## config.mk

```make
export PLATFORM = sky130hd
export DESIGN_NAME = kruskal_mst_union_find
export DESIGN_NICKNAME = d
export VERILOG_FILES = /design/src/design/kmst_pkg.sv /design/src/design/kruskal_mst_union_find.sv
export SDC_FILE = /design/constraint.sdc
export NUM_CORES = 1
export LEC_CHECK = 0
export ABC_CLOCK_PERIOD_IN_PS = 3200
export BUFFER_PORTS_ARGS = -buffer_cell sky130_fd_sc_hd__buf_2
export CAP_MARGIN = 20
export CORE_MARGIN = 2
export CORE_UTILIZATION = 45
export CTS_BUF_LIST = sky130_fd_sc_hd__clkbuf_4
export DETAILED_ROUTE_END_ITERATION = 8
export SLEW_MARGIN = 30
export SYNTH_ARGS = -nofsm -noshare
export SYNTH_HDL_FRONTEND = slang
export SYNTH_SLANG_ARGS = --single-unit
```

## constraint.sdc

```tcl
create_clock -name clk -period 3.2 [get_ports clk]
set_input_delay 0.64 -clock clk [delete_from_list [all_inputs] [get_ports clk]]
set_output_delay 0.64 -clock clk [all_outputs]
set_load 0.05 [all_outputs]
```

## src/design/kmst_pkg.sv

```systemverilog
// shared widths and constants for the kruskal spanning tree engine
`default_nettype none

package kmst_pkg;

    localparam int VERTEX_W         = 6;
    localparam int WEIGHT_W         = 16;
    localparam int TOTAL_W          = 24;
    localparam int S_TDATA_W        = 32;
    localparam int M_TDATA_W        = 24;
    localparam int MAX_VERTICES_DEF = 64;

    localparam logic [TOTAL_W-1:0] TOTAL_MAX = 24'h7F_FFFF;
    localparam logic [TOTAL_W-1:0] TOTAL_MIN = 24'h80_0000;

endpackage

`default_nettype wire

```

## src/design/kruskal_mst_union_find.sv

```systemverilog
// kruskal spanning tree engine: disjoint-set forest with union by size and path compression
//
// s_axis carries one edge per transfer, edges sorted by ascending weight; s_axis_tuser
// set on the first edge of a graph clears the forest and the running total before that
// edge, s_axis_tlast marks the final edge and comes back on m_axis_tlast.
// m_axis returns one result per edge: m_axis_tuser says the edge entered the tree,
// m_axis_tdata holds the saturated running weight of the tree.
// one edge at a time: the forest table has one write port and a registered read,
// and one sequencer walks the parent links of each endpoint in turn, one link per cycle,
// rewriting the nodes of each walk to point at their root, one write per cycle.
// an edge with both vertices in range runs a start, walk and path-rewrite step for each
// endpoint, then a decide step, a link step when the edge is taken, and an output step;
// s_axis_tready is high only between edges.
// an edge with first-edge set first runs a clearing pass over all MAX_VERTICES entries.
// after reset the block runs the same clearing pass before it
// raises s_axis_tready, with the total at zero.
// the result waits in an output register while m_axis_tready is low, and the next edge
// is taken meanwhile; only its own result then waits for the register to free up.
`default_nettype none

module kruskal_mst_union_find #(
    parameter int MAX_VERTICES = kmst_pkg::MAX_VERTICES_DEF
) (
    input  wire logic                           clk,
    input  wire logic                           rst_n,
    input  wire logic                           s_axis_tvalid,
    output logic                                s_axis_tready,
    // src_vertex, dst_vertex, edge_weight, zero pad
    input  wire logic [kmst_pkg::S_TDATA_W-1:0] s_axis_tdata,
    // first_edge
    input  wire logic                           s_axis_tuser,
    input  wire logic                           s_axis_tlast,
    output logic                                m_axis_tvalid,
    input  wire logic                           m_axis_tready,
    // tree_weight
    output logic [kmst_pkg::M_TDATA_W-1:0]      m_axis_tdata,
    // edge_taken
    output logic                                m_axis_tuser,
    output logic                                m_axis_tlast
);

    import kmst_pkg::*;

    localparam int VW = (MAX_VERTICES > 1) ? $clog2(MAX_VERTICES) : 1;
    localparam int SW = $clog2(MAX_VERTICES + 1);

    typedef struct packed {
        logic          root;
        logic [SW-1:0] val;
    } entry_t;

    typedef enum logic [7:0] {
        S_CLEAR  = 8'b0000_0001,
        S_IDLE   = 8'b0000_0010,
        S_START  = 8'b0000_0100,
        S_WALK   = 8'b0000_1000,
        S_PATH   = 8'b0001_0000,
        S_DECIDE = 8'b0010_0000,
        S_LINK   = 8'b0100_0000,
        S_OUT    = 8'b1000_0000
    } state_t;

    entry_t mem [MAX_VERTICES];
    entry_t rd_data_reg;

    state_t              state_reg, state_next;
    logic [VW-1:0]       clr_cnt_reg, clr_cnt_next;
    logic                pend_reg, pend_next;
    logic                side_reg, side_next;
    logic [TOTAL_W-1:0]  total_reg, total_next;
    logic                m_valid_reg, m_valid_next;

    logic [VW-1:0]       a_reg, a_next;
    logic [VW-1:0]       b_reg, b_next;
    logic [WEIGHT_W-1:0] w_reg, w_next;
    logic                last_reg, last_next;
    logic                range_reg, range_next;
    logic                taken_reg, taken_next;
    logic [VW-1:0]       cur_reg, cur_next;
    logic [VW-1:0]       x_reg, x_next;
    logic [VW-1:0]       root_reg, root_next;
    logic [VW-1:0]       ra_reg, ra_next;
    logic [VW-1:0]       rb_reg, rb_next;
    logic [SW-1:0]       sa_reg, sa_next;
    logic [SW-1:0]       sb_reg, sb_next;
    logic [VW-1:0]       link_root_reg, link_root_next;
    logic [SW-1:0]       size_sum_reg, size_sum_next;
    logic [TOTAL_W-1:0]  m_total_reg, m_total_next;
    logic                m_taken_reg, m_taken_next;
    logic                m_last_reg, m_last_next;

    logic                mem_we;
    logic [VW-1:0]       mem_waddr;
    entry_t              mem_wdata;
    logic [VW-1:0]       rd_addr;

    logic [VERTEX_W-1:0] in_src;
    logic [VERTEX_W-1:0] in_dst;
    logic [WEIGHT_W-1:0] in_weight;
    logic                in_range;
    logic [VW-1:0]       parent;
    logic [TOTAL_W:0]    total_sum;
    logic [TOTAL_W-1:0]  total_sat;
    logic [SW:0]         size_add;

    assign in_src    = s_axis_tdata[VERTEX_W-1:0];
    assign in_dst    = s_axis_tdata[2*VERTEX_W-1:VERTEX_W];
    assign in_weight = s_axis_tdata[2*VERTEX_W+WEIGHT_W-1:2*VERTEX_W];
    assign in_range  = ({{(32-VERTEX_W){1'b0}}, in_src} < 32'(MAX_VERTICES))
                    && ({{(32-VERTEX_W){1'b0}}, in_dst} < 32'(MAX_VERTICES));

    assign parent    = VW'(rd_data_reg.val);
    assign size_add  = {1'b0, sa_reg} + {1'b0, sb_reg};
    assign total_sum = {total_reg[TOTAL_W-1], total_reg}
                     + {{(TOTAL_W+1-WEIGHT_W){w_reg[WEIGHT_W-1]}}, w_reg};

    always_comb
    begin
        if (total_sum[TOTAL_W] != total_sum[TOTAL_W-1])
        begin
            total_sat = total_sum[TOTAL_W] ? TOTAL_MIN : TOTAL_MAX;
        end
        else
        begin
            total_sat = total_sum[TOTAL_W-1:0];
        end
    end

    assign s_axis_tready = (state_reg == S_IDLE);
    assign m_axis_tvalid = m_valid_reg;
    assign m_axis_tdata  = m_total_reg;
    assign m_axis_tuser  = m_taken_reg;
    assign m_axis_tlast  = m_last_reg;

    always_comb
    begin
        state_next     = state_reg;
        clr_cnt_next   = clr_cnt_reg;
        pend_next      = pend_reg;
        side_next      = side_reg;
        total_next     = total_reg;
        m_valid_next   = m_valid_reg && !m_axis_tready;
        a_next         = a_reg;
        b_next         = b_reg;
        w_next         = w_reg;
        last_next      = last_reg;
        range_next     = range_reg;
        taken_next     = taken_reg;
        cur_next       = cur_reg;
        x_next         = x_reg;
        root_next      = root_reg;
        ra_next        = ra_reg;
        rb_next        = rb_reg;
        sa_next        = sa_reg;
        sb_next        = sb_reg;
        link_root_next = link_root_reg;
        size_sum_next  = size_sum_reg;
        m_total_next   = m_total_reg;
        m_taken_next   = m_taken_reg;
        m_last_next    = m_last_reg;
        mem_we         = 1'b0;
        mem_waddr      = cur_reg;
        mem_wdata      = '0;
        rd_addr        = cur_reg;

        unique case (state_reg)
            S_CLEAR:
            begin
                mem_we         = 1'b1;
                mem_waddr      = clr_cnt_reg;
                mem_wdata.root = 1'b1;
                mem_wdata.val  = SW'(1);
                if (clr_cnt_reg == VW'(MAX_VERTICES - 1))
                begin
                    clr_cnt_next = '0;
                    pend_next    = 1'b0;
                    if (!pend_reg)
                    begin
                        state_next = S_IDLE;
                    end
                    else if (range_reg)
                    begin
                        state_next = S_START;
                    end
                    else
                    begin
                        state_next = S_OUT;
                    end
                end
                else
                begin
                    clr_cnt_next = clr_cnt_reg + VW'(1);
                end
            end
            S_IDLE:
            begin
                if (s_axis_tvalid)
                begin
                    a_next     = VW'(in_src);
                    b_next     = VW'(in_dst);
                    w_next     = in_weight;
                    last_next  = s_axis_tlast;
                    range_next = in_range;
                    taken_next = 1'b0;
                    cur_next   = VW'(in_src);
                    side_next  = 1'b0;
                    if (s_axis_tuser)
                    begin
                        total_next = '0;
                        pend_next  = 1'b1;
                        state_next = S_CLEAR;
                    end
                    else
                    begin
                        state_next = in_range ? S_START : S_OUT;
                    end
                end
            end
            S_START:
            begin
                rd_addr    = cur_reg;
                x_next     = cur_reg;
                state_next = S_WALK;
            end
            S_WALK:
            begin
                if (rd_data_reg.root)
                begin
                    root_next = cur_reg;
                    if (side_reg)
                    begin
                        sb_next = rd_data_reg.val;
                    end
                    else
                    begin
                        sa_next = rd_data_reg.val;
                    end
                    rd_addr    = x_reg;
                    state_next = S_PATH;
                end
                else
                begin
                    cur_next = parent;
                    rd_addr  = parent;
                end
            end
            S_PATH:
            begin
                if (x_reg == root_reg)
                begin
                    if (side_reg)
                    begin
                        rb_next    = root_reg;
                        state_next = S_DECIDE;
                    end
                    else
                    begin
                        ra_next    = root_reg;
                        side_next  = 1'b1;
                        cur_next   = b_reg;
                        state_next = S_START;
                    end
                end
                else
                begin
                    mem_we         = 1'b1;
                    mem_waddr      = x_reg;
                    mem_wdata.root = 1'b0;
                    mem_wdata.val  = SW'(root_reg);
                    x_next         = parent;
                    rd_addr        = parent;
                end
            end
            S_DECIDE:
            begin
                if (ra_reg == rb_reg)
                begin
                    state_next = S_OUT;
                end
                else
                begin
                    taken_next     = 1'b1;
                    total_next     = total_sat;
                    size_sum_next  = size_add[SW-1:0];
                    mem_we         = 1'b1;
                    mem_wdata.root = 1'b0;
                    if (sa_reg < sb_reg)
                    begin
                        mem_waddr      = ra_reg;
                        mem_wdata.val  = SW'(rb_reg);
                        link_root_next = rb_reg;
                    end
                    else
                    begin
                        mem_waddr      = rb_reg;
                        mem_wdata.val  = SW'(ra_reg);
                        link_root_next = ra_reg;
                    end
                    state_next = S_LINK;
                end
            end
            S_LINK:
            begin
                mem_we         = 1'b1;
                mem_waddr      = link_root_reg;
                mem_wdata.root = 1'b1;
                mem_wdata.val  = size_sum_reg;
                state_next     = S_OUT;
            end
            S_OUT:
            begin
                if (!m_valid_reg || m_axis_tready)
                begin
                    m_valid_next = 1'b1;
                    m_total_next = total_reg;
                    m_taken_next = taken_reg;
                    m_last_next  = last_reg;
                    state_next   = S_IDLE;
                end
            end
            default:
            begin
                state_next = S_CLEAR;
            end
        endcase
    end

    // forest table, single write port and registered read
    always_ff @(posedge clk)
    begin
        if (mem_we)
        begin
            mem[mem_waddr] <= mem_wdata;
        end
        rd_data_reg <= mem[rd_addr];
    end

    always_ff @(posedge clk or negedge rst_n)
    begin
        if (!rst_n)
        begin
            state_reg   <= S_CLEAR;
            clr_cnt_reg <= '0;
            pend_reg    <= 1'b0;
            side_reg    <= 1'b0;
            total_reg   <= '0;
            m_valid_reg <= 1'b0;
        end
        else
        begin
            state_reg   <= state_next;
            clr_cnt_reg <= clr_cnt_next;
            pend_reg    <= pend_next;
            side_reg    <= side_next;
            total_reg   <= total_next;
            m_valid_reg <= m_valid_next;
        end
    end

    always_ff @(posedge clk)
    begin
        a_reg         <= a_next;
        b_reg         <= b_next;
        w_reg         <= w_next;
        last_reg      <= last_next;
        range_reg     <= range_next;
        taken_reg     <= taken_next;
        cur_reg       <= cur_next;
        x_reg         <= x_next;
        root_reg      <= root_next;
        ra_reg        <= ra_next;
        rb_reg        <= rb_next;
        sa_reg        <= sa_next;
        sb_reg        <= sb_next;
        link_root_reg <= link_root_next;
        size_sum_reg  <= size_sum_next;
        m_total_reg   <= m_total_next;
        m_taken_reg   <= m_taken_next;
        m_last_reg    <= m_last_next;
    end

    a_one_edge_at_a_time: assert property (@(posedge clk) disable iff (!rst_n)
        (s_axis_tvalid && s_axis_tready) |=> !s_axis_tready)
        else $error("input taken while an edge is in flight");

    a_result_from_out: assert property (@(posedge clk) disable iff (!rst_n)
        $rose(m_axis_tvalid) |-> $past(state_reg == S_OUT))
        else $error("result raised outside the output step");

    a_size_bound: assert property (@(posedge clk) disable iff (!rst_n)
        (state_reg == S_LINK) |-> ({1'b0, size_sum_reg} <= (SW + 1)'(MAX_VERTICES)))
        else $error("merged tree larger than the vertex count");

    a_no_root_rewrite: assert property (@(posedge clk) disable iff (!rst_n)
        (state_reg == S_PATH && mem_we) |-> (x_reg != root_reg))
        else $error("path compression overwrote a root");

endmodule

`default_nettype wire
```

==> out/metrics.yaml <==
die-width_um: 255
h-tree-depth: 4
synth_cell_types: 83
first_pass_iters: 5
clock_latency_ns: 1.05
port_buffers: 61
crit_top_cell: "or4_4"
outcome: "finished with violations"
p_per_area_mw_per_mm2: 676
path_clk_slew_ns: 0.07
grt_start_max_net_pins: 65
fin_util_pct: 57.2
syn_area_mm2: 0.0284
hold_slack_ns: 0.158
critPathTopFamily: "simple AND/OR/NAND/NOR gates"
multi_input_area_mm2: 0.00868
ant_nets: 0
grt.overflow.total: 0
dp_hpwl_um: 49100
clockBufferDepth: 3
drive_gt1_share_pct: 30.3
ys_seq_elements: 668
drtIter0Drc: 1447
synthAdderAreaFrac_pct: 1.81
seq_area_frac_synth_pct: 69.6
yosys_most_used_dff: "edfxtp_1"
syn_to_final_growth_pct: 26.3
synth-edff-count: 619
cp-start-kind: "flop"
place_ws_ns: -0.666
hold_violations: 0
synthSimpleGateAreaFrac_pct: 13.5
violations: "negative setup slack"
syn_avg_cell_area_um2: 13.3
wire_per_inst_um: 21.2
globalplace.congestion: 0.869
grt_pass1_vias: 19800
slew_viol_final: 0
viasPerCell: 5.44
path_max_fanout: 7
cp-end-kind: "flop"
max_clock_freq_ghz: 0.284
syn_inst: 2134
cts-root-buf: "clkbuf_4"
grt_pass1_wl_um: 115000
wl_um: 76900
row_count: 92
synth-async-reset-ratio_pct: 6.14
nFillCells: 5088
numCtsBuffers: 175
nNetsFinal: 2708
path_buf_inv: 2
rsz0062_at_grt: "yes"
io_pins: 66
yosysWarningCount: 0
cts_tree: "done"
crit_slowest_cell: "or4_4"
hold_class: "input pin to async pin"
relSlewSlack_pct: 37.2
die_height_um: 255
core_mm2: 0.0627
critPathKind: "flop to flop"
ir_worst_vdd_mv: 0.409
dieArea_mm2: 0.0652
synth-compound-area-share_pct: 8.91
synth-xor-area-share_pct: 1.23
vias: 19700
worst_pin_slew_ns: 0.942
power_leakage_nw: 13.3
fin_skew_ns: 0.0677
dpl_cell_area_mm2: 0.0323
layout_min_cycle_time_ns: 3.52
ff_latch_area_mm2: 0.0198
cap_violations: 0
clock_sinks: 668
largest_reg_flops: 512
layout_setup_ws_ns: -0.317
grt.total_usage_pct: 23.9
antenna_found_initial: 2
path_cells: "or4_4 -> a211oi_2 -> o21ai_2 -> a221o_4 -> buf_8 -> buf_12 -> mux2i_1 -> a22oi_2 -> a31oi_2 -> or4_4 -> nor4_4"
postLayoutCellArea_mm2: 0.0359
crit_arrival_ns: 4.49
drc: 0
syn_nets: 2212
synth_top_family_by_area: "simple AND/OR/NAND/NOR gates"
synthMuxAreaShare_pct: 2.68
cpPeakStageDelay_ns: 0.56
required_ns: 4.18
initial_core_util_pct: 45.3
total_power_mw: 24.3
period_share_pct: 110
setup_viol_count_final: 487
## worst paths after layout
kind / start / endpoint / cells after the start / slack [ns]
max in group asynchronous: rst_n / total_reg[20] / 2 / 2.61
min: rst_n / side_reg / 2 / 0.16
max: state_reg[6] / parent[1] / 11 / -0.32
min reg2reg: last_reg / m_axis_tlast / 0 / 0.44
min in group clk: s_axis_tdata[23] / w_reg[11] / 2 / 0.31
max reg2reg: state_reg[6] / parent[1] / 11 / -0.32
## metal layers
layer	GRT usage [%]	share of wire [%]
met2	40.3	49
met3	5.24	6.0
met1	30.1	42
met4	9.34	3.0
met5	0	0
## Yosys cell counts (40+ instances only)
library cell / n / area [µm²]
edfxtp_1: 619 / 18600
nand2_1: 394 / 1480
nor2_1: 103 / 387
o21ai_0: 87 / 435
nand3_1: 80 / 400
mux2i_1: 67 / 671
a211oi_1: 64 / 480
clkbuf_1: 55 / 206
and3_1: 53 / 332
a31oi_1: 45 / 282
and2_0: 42 / 263
dfrtp_1: 40 / 1000
## repair_timing
action | 4_1_cts | 5_1_grt
buffers inserted | 4 | 23
gates resized for setup | 51 | 99
pin swaps | 30 | 25
hold buffers | 33 | 0
endpoints found under the hold margin | 76 | 0
setup endpoints to repair | 532 | 559
gates cloned | 2 | 2
## where the power goes
group / leakage [nW] / internal [mW] / total [mW] / switching (mW)
sequential: 6.08 / 10.5 / 10.9 / 0.398
clock: 1.35 / 3.96 / 7.47 / 3.51
combinational: 5.90 / 2.38 / 5.89 / 3.52
total: 13.3 / 16.8 / 24.3 / 7.43
## per-stage QoR
stage | cells | setup TNS (ns)
after floorplan | 2134 | -19.22
after global placement | 3236 | -108.22
after detailed placement | 3236 | -140.58
after CTS | 3591 | -111.03
after global routing | 3620 | -106.44
final | 3622 | -47.18
## kinds of logic after synthesis
kind of cell | Yosys count
AO/OA/AOI/OAI | 364
XOR/XNOR | 40
adder cells (fa/ha/maj) | 40
buffers and inverters | 136
flip-flops | 668
multiplexers | 75
AND/OR/NAND/NOR | 811
## placed cells by master (no fill, tap or decap), drive strengths merged, types with 9 or more instances in the layout
master / instances
nor4: 12
nand3: 80
nor2: 104
buf: 391
o211ai: 9
ha: 38
a211oi: 66
a21oi: 32
mux2i: 67
a31oi: 45
nor3: 14
inv: 33
xor2: 15
o21ai: 91
xnor2: 25
clkinv: 41
and2: 77
o21a: 12
a22oi: 30
and3: 53
or4: 11
dfrtp: 40
nand2: 394
dlygate4sd3: 33
a32oi: 15
edfxtp: 619
clkbuf: 268
a21o: 9
nand4: 21
nor2b: 10
o22ai: 10
## final cells by class
class / instances / share of cell area [%]
clock buffer: 266 / 5.56
multi-input combinational: 1330 / 24.2
inverter: 29 / 0.303
sequential: 668 / 55.1
timing repair buffer: 426 / 11.1
antenna: 7 / 0.0488
tap: 846 / 2.95
clock inverter: 50 / 0.784
Note: power is estimated with default switching activity, not from simulation.
